### src/rtl/core/mbps_pkg.sv
// ----------------------------------------------------------------------------
// mbps_pkg: shared constants and types for the masked byte pattern scanner
// Register index codes, window geometry and the structs passed between the
// configuration, window and tracking stages.
// ----------------------------------------------------------------------------
package mbps_pkg;

  localparam int MAX_PATTERN_BYTES = 16;
  localparam int WINDOW_DEPTH      = 16;
  localparam int OFFSET_BITS       = 32;

  localparam int WIN_IDX_W  = $clog2(WINDOW_DEPTH);
  localparam int LEN_W      = 5;
  localparam int SEEN_W     = 32;
  localparam int COUNT_W    = 16;
  localparam int ADDR_W     = 64;
  localparam int CFG_IDX_W  = 3;
  localparam int CFG_DATA_W = 64;

  // usable pattern length is capped by both the pattern store and the window
  localparam int USED_MAX = (MAX_PATTERN_BYTES < WINDOW_DEPTH) ? MAX_PATTERN_BYTES
                                                                : WINDOW_DEPTH;
  // offset bits that can be non-zero after masking the 32-bit byte count
  localparam int OFF_USED = (OFFSET_BITS < SEEN_W) ? OFFSET_BITS : SEEN_W;

  localparam logic [CFG_IDX_W-1:0] CFG_PATTERN_LOW  = 3'd0;
  localparam logic [CFG_IDX_W-1:0] CFG_PATTERN_HIGH = 3'd1;
  localparam logic [CFG_IDX_W-1:0] CFG_CARE_MASK    = 3'd2;
  localparam logic [CFG_IDX_W-1:0] CFG_PATTERN_LEN  = 3'd3;
  localparam logic [CFG_IDX_W-1:0] CFG_MAX_MATCHES  = 3'd4;
  localparam logic [CFG_IDX_W-1:0] CFG_BASE_ADDR    = 3'd5;

  typedef struct packed {
    logic [15:0][7:0]     pattern;
    logic [15:0]          care;
    logic [LEN_W-1:0]     used_len;
    logic [COUNT_W-1:0]   max_matches;
    logic [ADDR_W-1:0]    base_addr;
  } cfg_t;

  // one byte leaving the input register towards the window
  typedef struct packed {
    logic       adv;
    logic [7:0] data;
    logic       last;
  } step_t;

endpackage

### src/rtl/core/mbps_cfg_regs.sv
// ----------------------------------------------------------------------------
// mbps_cfg_regs: configuration register file
// Holds pattern, care mask, clamped pattern length, match limit and base.
// ----------------------------------------------------------------------------
module mbps_cfg_regs (
  input  logic                          clk_i,
  input  logic                          rst_ni,
  input  logic                          cfg_valid_i,
  output logic                          cfg_ready_o,
  input  logic [mbps_pkg::CFG_IDX_W-1:0]  cfg_index_i,
  input  logic [mbps_pkg::CFG_DATA_W-1:0] cfg_data_i,
  output mbps_pkg::cfg_t                cfg_o
);
  import mbps_pkg::*;

  cfg_t             cfg_q;
  logic [LEN_W-1:0] len_raw;
  logic [LEN_W-1:0] len_clamped;

  assign cfg_ready_o = 1'b1;
  assign cfg_o       = cfg_q;

  // zero means one byte, anything too long is cut to the usable maximum
  always_comb begin
    len_raw = cfg_data_i[LEN_W-1:0];
    if (len_raw == '0) begin
      len_clamped = LEN_W'(1);
    end else if (len_raw > LEN_W'(USED_MAX)) begin
      len_clamped = LEN_W'(USED_MAX);
    end else begin
      len_clamped = len_raw;
    end
  end

  always_ff @(posedge clk_i or negedge rst_ni) begin
    if (!rst_ni) begin
      cfg_q.pattern     <= '0;
      cfg_q.care        <= '1;
      cfg_q.used_len    <= LEN_W'(1);
      cfg_q.max_matches <= '0;
      cfg_q.base_addr   <= '0;
    end else if (cfg_valid_i && cfg_ready_o) begin
      case (cfg_index_i)
        CFG_PATTERN_LOW:  cfg_q.pattern[7:0]  <= cfg_data_i;
        CFG_PATTERN_HIGH: cfg_q.pattern[15:8] <= cfg_data_i;
        CFG_CARE_MASK:    cfg_q.care          <= cfg_data_i[15:0];
        CFG_PATTERN_LEN:  cfg_q.used_len      <= len_clamped;
        CFG_MAX_MATCHES:  cfg_q.max_matches   <= cfg_data_i[COUNT_W-1:0];
        CFG_BASE_ADDR:    cfg_q.base_addr     <= cfg_data_i[ADDR_W-1:0];
        default: ;
      endcase
    end
  end

endmodule

### src/rtl/core/mbps_window.sv
// ----------------------------------------------------------------------------
// mbps_window: byte window and masked compare
// Shifts in each byte and compares the pattern with the newest bytes.
// ----------------------------------------------------------------------------
module mbps_window (
  input  logic           clk_i,
  input  logic           rst_ni,
  input  mbps_pkg::step_t step_i,
  input  mbps_pkg::cfg_t  cfg_i,
  output logic           win_match_o
);
  import mbps_pkg::*;

  logic [WINDOW_DEPTH-1:0][7:0] win_q;
  logic [WINDOW_DEPTH-1:0][7:0] win_d;
  logic [WINDOW_DEPTH-1:0][7:0] win_next;
  logic [LEN_W-1:0]             pos;
  logic                         match;

  // window as it stands once the incoming byte is shifted in
  always_comb begin
    win_next[0] = step_i.data;
    for (int i = 1; i < WINDOW_DEPTH; i++) begin
      win_next[i] = win_q[i-1];
    end
  end

  // pattern byte j lines up with window slot len-1-j
  always_comb begin
    match = 1'b1;
    pos   = '0;
    for (int j = 0; j < MAX_PATTERN_BYTES; j++) begin
      pos = cfg_i.used_len - LEN_W'(1) - LEN_W'(j);
      if ((LEN_W'(j) < cfg_i.used_len) && cfg_i.care[j]) begin
        if (cfg_i.pattern[j] != win_next[pos[WIN_IDX_W-1:0]]) begin
          match = 1'b0;
        end
      end
    end
  end

  assign win_match_o = match;

  // drop the window at region end, otherwise advance with each byte
  always_comb begin
    win_d = win_q;
    if (step_i.adv) begin
      win_d = step_i.last ? '0 : win_next;
    end
  end

  always_ff @(posedge clk_i or negedge rst_ni) begin
    if (!rst_ni) begin
      win_q <= '0;
    end else begin
      win_q <= win_d;
    end
  end

endmodule

### src/rtl/core/mbps_tracker.sv
// ----------------------------------------------------------------------------
// mbps_tracker: region counters and result register
// Counts bytes and reports, applies the match limit, forms the address.
// ----------------------------------------------------------------------------
module mbps_tracker (
  input  logic                           clk_i,
  input  logic                           rst_ni,
  input  logic                           s1_valid_i,
  input  logic                           s1_last_i,
  input  logic                           win_match_i,
  input  mbps_pkg::cfg_t                 cfg_i,
  output logic                           adv_o,
  output logic                           out_valid_o,
  input  logic                           out_stall_i,
  output logic                           is_match_o,
  output logic [mbps_pkg::ADDR_W-1:0]    match_address_o,
  output logic                           scan_done_o,
  output logic [mbps_pkg::COUNT_W-1:0]   match_total_o
);
  import mbps_pkg::*;

  logic [SEEN_W-1:0]  seen_q, seen_d, seen_next;
  logic [COUNT_W-1:0] cnt_q, cnt_d, cnt_next;
  logic               stop_q, stop_d, stop_next;
  logic               out_valid_q, out_valid_d;
  logic               is_match_q;
  logic [ADDR_W-1:0]  addr_q;
  logic               done_q;
  logic [COUNT_W-1:0] total_q;
  logic [SEEN_W-1:0]  off_full;
  logic [ADDR_W-1:0]  hit_addr;
  logic               hit;
  logic               want;
  logic               out_free;
  logic               load;

  always_comb begin
    seen_next = seen_q + SEEN_W'(1);
    hit = s1_valid_i && !stop_q && win_match_i
          && (seen_next >= SEEN_W'(cfg_i.used_len));
    off_full = seen_next - SEEN_W'(cfg_i.used_len);
    hit_addr = cfg_i.base_addr + ADDR_W'(off_full[OFF_USED-1:0]);
    // saturate the report count
    cnt_next = (hit && (cnt_q != '1)) ? cnt_q + COUNT_W'(1) : cnt_q;
    stop_next = stop_q
                || (hit && (cfg_i.max_matches != '0) && (cnt_next >= cfg_i.max_matches));
    want     = hit || s1_last_i;
    out_free = !out_valid_q || !out_stall_i;
    adv_o    = s1_valid_i && (!want || out_free);
    load     = adv_o && want;
  end

  always_comb begin
    seen_d = seen_q;
    cnt_d  = cnt_q;
    stop_d = stop_q;
    if (adv_o) begin
      if (s1_last_i) begin
        seen_d = '0;
        cnt_d  = '0;
        stop_d = 1'b0;
      end else begin
        seen_d = seen_next;
        cnt_d  = cnt_next;
        stop_d = stop_next;
      end
    end
    out_valid_d = out_valid_q;
    if (load) begin
      out_valid_d = 1'b1;
    end else if (out_valid_q && !out_stall_i) begin
      out_valid_d = 1'b0;
    end
  end

  always_ff @(posedge clk_i or negedge rst_ni) begin
    if (!rst_ni) begin
      seen_q      <= '0;
      cnt_q       <= '0;
      stop_q      <= 1'b0;
      out_valid_q <= 1'b0;
    end else begin
      seen_q      <= seen_d;
      cnt_q       <= cnt_d;
      stop_q      <= stop_d;
      out_valid_q <= out_valid_d;
    end
  end

  always_ff @(posedge clk_i) begin
    if (load) begin
      is_match_q <= hit;
      addr_q     <= hit ? hit_addr : '0;
      done_q     <= s1_last_i;
      total_q    <= cnt_next;
    end
  end

  assign out_valid_o     = out_valid_q;
  assign is_match_o      = is_match_q;
  assign match_address_o = addr_q;
  assign scan_done_o     = done_q;
  assign match_total_o   = total_q;

`ifndef NO_ASSERTIONS
  a_result_has_cause: assert property (@(posedge clk_i) disable iff (!rst_ni)
    out_valid_q |-> (is_match_q || done_q))
    else $error("result without match or done");

  a_no_match_zero_addr: assert property (@(posedge clk_i) disable iff (!rst_ni)
    (out_valid_q && !is_match_q) |-> (addr_q == '0))
    else $error("address set on a non-match result");

  a_region_clear: assert property (@(posedge clk_i) disable iff (!rst_ni)
    (adv_o && s1_last_i) |=> (seen_q == '0 && cnt_q == '0 && !stop_q))
    else $error("region state not cleared after last byte");
`endif

endmodule

### src/rtl/core/masked_byte_pattern_scanner_top.sv
// ----------------------------------------------------------------------------
// masked_byte_pattern_scanner_top: wildcard byte signature search
// Streams a region byte by byte and reports masked pattern matches.
// ----------------------------------------------------------------------------
// Usage:
//   Input channel (in_valid_i / in_stall_o) carries one byte per request,
//   end_of_region_i on the region's last byte. Output channel (out_valid_o /
//   out_stall_i) carries a result request for every reported match and for
//   the last byte; a match on the last byte shares one result with done.
//   Configuration (cfg_valid_i / cfg_ready_o) writes registers by index, by
//   the user only while the block is idle (unchecked); ready is always high.
// Timing:
//   One byte per cycle sustained while no result is held up by a receiver
//   stall. A byte waits in the input register; compare, counters and address
//   add then load the result register, which holds the result until the
//   receiver takes it.
// Reset and stall:
//   Reset clears the window, counters and both valid flags and loads register
//   defaults. While the receiver stalls, hold the result; bytes without a
//   result still drain, and a byte that needs the result register holds in
//   the input register and stalls the sender.
// ----------------------------------------------------------------------------
module masked_byte_pattern_scanner_top (
  input  logic                              clk_i,
  input  logic                              rst_ni,
  input  logic                              in_valid_i,
  output logic                              in_stall_o,
  input  logic [7:0]                        data_byte_i,
  input  logic                              end_of_region_i,
  output logic                              out_valid_o,
  input  logic                              out_stall_i,
  output logic                              is_match_o,
  output logic [mbps_pkg::ADDR_W-1:0]       match_address_o,
  output logic                              scan_done_o,
  output logic [mbps_pkg::COUNT_W-1:0]      match_total_o,
  input  logic                              cfg_valid_i,
  output logic                              cfg_ready_o,
  input  logic [mbps_pkg::CFG_IDX_W-1:0]    cfg_index_i,
  input  logic [mbps_pkg::CFG_DATA_W-1:0]   cfg_data_i
);
  import mbps_pkg::*;

  cfg_t       cfg;
  step_t      step;
  logic       s1_valid_q, s1_valid_d;
  logic [7:0] s1_data_q;
  logic       s1_last_q;
  logic       adv;
  logic       win_match;
  logic       accept;

  // hold the byte while it waits for the result register
  assign in_stall_o = s1_valid_q && !adv;
  assign accept     = in_valid_i && !in_stall_o;

  always_comb begin
    s1_valid_d = s1_valid_q;
    if (accept) begin
      s1_valid_d = 1'b1;
    end else if (adv) begin
      s1_valid_d = 1'b0;
    end
  end

  always_ff @(posedge clk_i or negedge rst_ni) begin
    if (!rst_ni) begin
      s1_valid_q <= 1'b0;
    end else begin
      s1_valid_q <= s1_valid_d;
    end
  end

  always_ff @(posedge clk_i) begin
    if (accept) begin
      s1_data_q <= data_byte_i;
      s1_last_q <= end_of_region_i;
    end
  end

  assign step.adv  = adv;
  assign step.data = s1_data_q;
  assign step.last = s1_last_q;

  mbps_cfg_regs u_cfg (
    .clk_i       (clk_i),
    .rst_ni      (rst_ni),
    .cfg_valid_i (cfg_valid_i),
    .cfg_ready_o (cfg_ready_o),
    .cfg_index_i (cfg_index_i),
    .cfg_data_i  (cfg_data_i),
    .cfg_o       (cfg)
  );

  mbps_window u_window (
    .clk_i       (clk_i),
    .rst_ni      (rst_ni),
    .step_i      (step),
    .cfg_i       (cfg),
    .win_match_o (win_match)
  );

  mbps_tracker u_tracker (
    .clk_i           (clk_i),
    .rst_ni          (rst_ni),
    .s1_valid_i      (s1_valid_q),
    .s1_last_i       (s1_last_q),
    .win_match_i     (win_match),
    .cfg_i           (cfg),
    .adv_o           (adv),
    .out_valid_o     (out_valid_o),
    .out_stall_i     (out_stall_i),
    .is_match_o      (is_match_o),
    .match_address_o (match_address_o),
    .scan_done_o     (scan_done_o),
    .match_total_o   (match_total_o)
  );

endmodule

### config.mk
export PLATFORM = sky130hd
export DESIGN_NAME = masked_byte_pattern_scanner_top
export DESIGN_NICKNAME = d
export VERILOG_FILES = /design/src/rtl/core/mbps_pkg.sv /design/src/rtl/core/mbps_cfg_regs.sv /design/src/rtl/core/mbps_window.sv /design/src/rtl/core/mbps_tracker.sv /design/src/rtl/core/masked_byte_pattern_scanner_top.sv
export SDC_FILE = /design/constraint.sdc
export NUM_CORES = 1
export LEC_CHECK = 0
export BUFFER_PORTS_ARGS = -buffer_cell sky130_fd_sc_hd__buf_2
export CAP_MARGIN = 15
export CELL_PAD_IN_SITES_DETAIL_PLACEMENT = 1
export CELL_PAD_IN_SITES_GLOBAL_PLACEMENT = 1
export CORE_MARGIN = 2
export CORE_UTILIZATION = 50
export CTS_CLUSTER_SIZE = 14
export DETAILED_ROUTE_END_ITERATION = 10
export PLACE_DENSITY_LB_ADDON = 0.15
export SLEW_MARGIN = 40
export SYNTH_ARGS = -nofsm -noshare
export SYNTH_HDL_FRONTEND = slang
export SYNTH_SLANG_ARGS = --single-unit
### constraint.sdc
create_clock -name clk_i -period 10.8 [get_ports clk_i]
set_clock_uncertainty 0.05 [all_clocks]
set_input_delay 1.08 -clock clk_i [delete_from_list [all_inputs] [get_ports clk_i]]
set_output_delay 1.08 -clock clk_i [all_outputs]
set_load 0.1 [all_outputs]
==> metrics.txt <==
Setup Crit Path Kind=reg2out; First-pass DRT Iterations=7; crit path to=in_stall_o; EDFF count, synth=91; residual DRC count=0; reg2reg start=u_cfg.cfg_o[80]; RSZ-0062 raised after global routing=false; chip width=258 um; YS warnings=0; post-synthesis sequential element count=491; via/cell ratio=6.36; largest net degree at the start of global routing=131; PD cells=212 mW/mm^2; top cell type by total area after synthesis=dfrtp_1; Worst Hold Slack=285 ps; die area=0.0666 mm^2; Post-CTS Resized=0; Syn Nets=3122; gpl congestion=0.957; wire length on met3=7100 um; Net Switching=0.00293 W; cts hold-fix bufs=0; H-tree depth=2; Worst path depth=18; Area contributors post-synth=dfrtp_1, mux4_2, mux2_2; CTS Buf Count=55; met2 wire len=49500 um; uppermost routed layer=met5; vias in the first global route=25700; TritonCTS clock tree=built; peak supply drop=0.000133 V; Reg power frac=0.319; Cell Area, Synth=0.0323 mm^2; Mapped Cells=2977; Hold Fails Final Rpt=0; share of post-route cells with drive strength above 1=0.251; slowest CP cell=dfstp_4; Setup WS pre-CTS=1680 ps; area growth from synthesis to layout=9.97%; number of unique standard cell types used by synthesis=93; Worst-path clk slew=70 ps; CP Launch Point=u_cfg.cfg_o[80]; Clock Power Share=0.263; total grt overflow=0; r2r setup slk=1580 ps; Worst EP required=9670 ps; num ports=166; critical path, cell by cell=clkinv_1, ha_4, xnor2_4, inv_2, ha_1, nor3_1, o21ai_1, xnor2_4, mux4_2, xnor2_1, nand4_1, o211ai_1, o2111ai_4, nor3_1, nand2_2, a211o_1, inv_1, buf_2; CP Buf/Inv Count=4; crit-path leading delay family=XOR/XNOR gates; total routed wirelength=105000 um; Seq/Total Area, Yosys=0.396; Post-synth top cells=dfrtp_1, nand2_1, mux2_2, mux2i_1; R2R Path End=u_tracker.stop_q; share of Yosys cell area claimed by the top area cell type=0.297; Rows=93; Clock Path Buffers=3; Root Driver=clkbuf_16; worst endpoint data arrival time=8160 ps; Routed WL per cell=26.7 um; DIE HEIGHT=258 um; status=finished clean; Leakage=14.0 nW; final setup vio count=0; Layout Nets=3186; Sw Share=0.388; initial antenna violation count=3; Reg2Reg Depth=30; CTS sink count=491; Max Fanout on Critical Path=47; Top FF cell, synth=dfrtp_1; core area=0.0641 mm^2; Final period util=0.860; Initial Util=0.503; max-slew violation count=0; post-CTS setup buffers=0; vias=25100; min Tclk post-route=9290 ps; Hold/Removal Path Class=in2async; max-cap viol count=0; All-Layer GR Usage=0.316; Port Buf Inserts=164; CP endpoint kind=output pin; syn avg cell area=10.8 um^2; Met1 Routed Length=44700 um; DR iter-0 viols=1968; DP HPWL=78600 um; Setup WS post-layout=1510 ps; DRT antenna net count=0; Fin Setup TNS=0 ps; Int Pwr=0.00461 W; worst relative slew slack=0.419; FMAX=108 MHz; CP max stage delay=1030 ps; Least-Margin Pin Slew=847 ps; Setup crit start kind=flop; combinational power share=0.418; Clock Latency Late Sink=640 ps; first-pass GRT wire length=161000 um; async set-or-reset flop fraction in the synthesized netlist=0.815
==> worst min-delay path by stage <==
| stage | end | from |
|---|---|---|
| 2_1_floorplan | u_tracker.scan_done_o | s1_last_q |
| 3_3_place_gp | u_tracker.seen_q[31] | u_tracker.seen_q[31] |
| 4_1_cts | u_cfg.cfg_o[8] | rst_ni |
| 6_report | u_tracker.seen_q[17] | rst_ni |
| 5_1_grt | u_cfg.cfg_o[11] | rst_ni |
| 3_5_place_dp | u_tracker.seen_q[31] | u_tracker.seen_q[31] |
==> power by group through the flow <==
stage               Sequential [W]  Clock (W)  Combinational (W)
floorplan                  0.00244          0            0.00229
global placement           0.00242          0            0.00298
detailed placement         0.00243          0            0.00310
CTS                        0.00240    0.00202            0.00312
global route               0.00243    0.00209            0.00339
finish                     0.00241    0.00198            0.00315
==> sequential cells by signal, summed over array words and instances, names as in the netlist <==
signal                     cells
s1_last_q                      1
u_tracker.seen_q              32
u_tracker.out_valid_o          1
u_tracker.match_total_o       16
u_tracker.scan_done_o          1
u_tracker.match_address_o     64
u_tracker.stop_q               1
u_tracker.is_match_o           1
s1_data_q                      8
s1_valid_q                     1
u_window.win_next            120
u_tracker.cnt_q               16
u_cfg.cfg_o                  229
==> metrics by stage <==
stage,power [W],std cells,cell area [um^2],utilization
3_3_place_gp,0.00540,3836,33400,0.521
4_1_cts,0.00754,3940,35400,0.552
5_1_grt,0.00791,3942,35500,0.553
6_report,0.00754,3943,35500,0.553
2_1_floorplan,0.00474,2977,32300,-
3_5_place_dp,0.00552,3838,33500,0.523
==> routing by layer <==
metal,GRT usage,up-vias
li1,-,11100
met1,0.431,12900
met2,0.507,896
met3,0.0541,218
met4,0.118,2
met5,0,-
==> cell type report <==
type                    instances  area, um^2
multi-input cells            2240       18300
clock inverters                21         284
repair buffers                193        1170
well taps                     855        1070
clock buffers                  81        1630
flip-flops and latches        491       12800
inverters                      60         230
diodes                          2        5.00
fillers                      6779       28600
==> cell usage in the layout, fill, tap and decap left out, types with 28 or more instances in the layout <==
| cell | synthesis | routed |
|---|---|---|
| mux2i_1 | 153 | 150 |
| ha_1 | 62 | 60 |
| nand3_1 | 47 | 47 |
| and3_1 | 43 | 43 |
| mux2_2 | 274 | 274 |
| mux4_2 | 146 | 146 |
| clkbuf_16 | 0 | 57 |
| xnor2_1 | 146 | 146 |
| o21ai_1 | 125 | 135 |
| a21oi_1 | 78 | 77 |
| a21o_1 | 41 | 41 |
| xor2_1 | 67 | 67 |
| nor2b_1 | 28 | 28 |
| nand2_1 | 383 | 382 |
| nor2_1 | 134 | 134 |
| inv_1 | 53 | 53 |
| nand4_1 | 43 | 43 |
| o21ai_0 | 123 | 111 |
| dfrtp_1 | 383 | 382 |
| edfxtp_1 | 91 | 91 |
| nor3_1 | 44 | 42 |
| buf_2 | 41 | 163 |
==> logic make-up after synthesis <==
logic type                 share of synthesized area
muxes                                          0.249
AOI/OAI and AO/OA                              0.102
xor gates and xnor gates                      0.0637
buffers and inverters                         0.0398
DFF                                            0.396
and+or+nand+nor                                0.124
other                                       0.000116
adders and majority gates                     0.0253
Note: power is estimated with default switching activity, not from simulation.
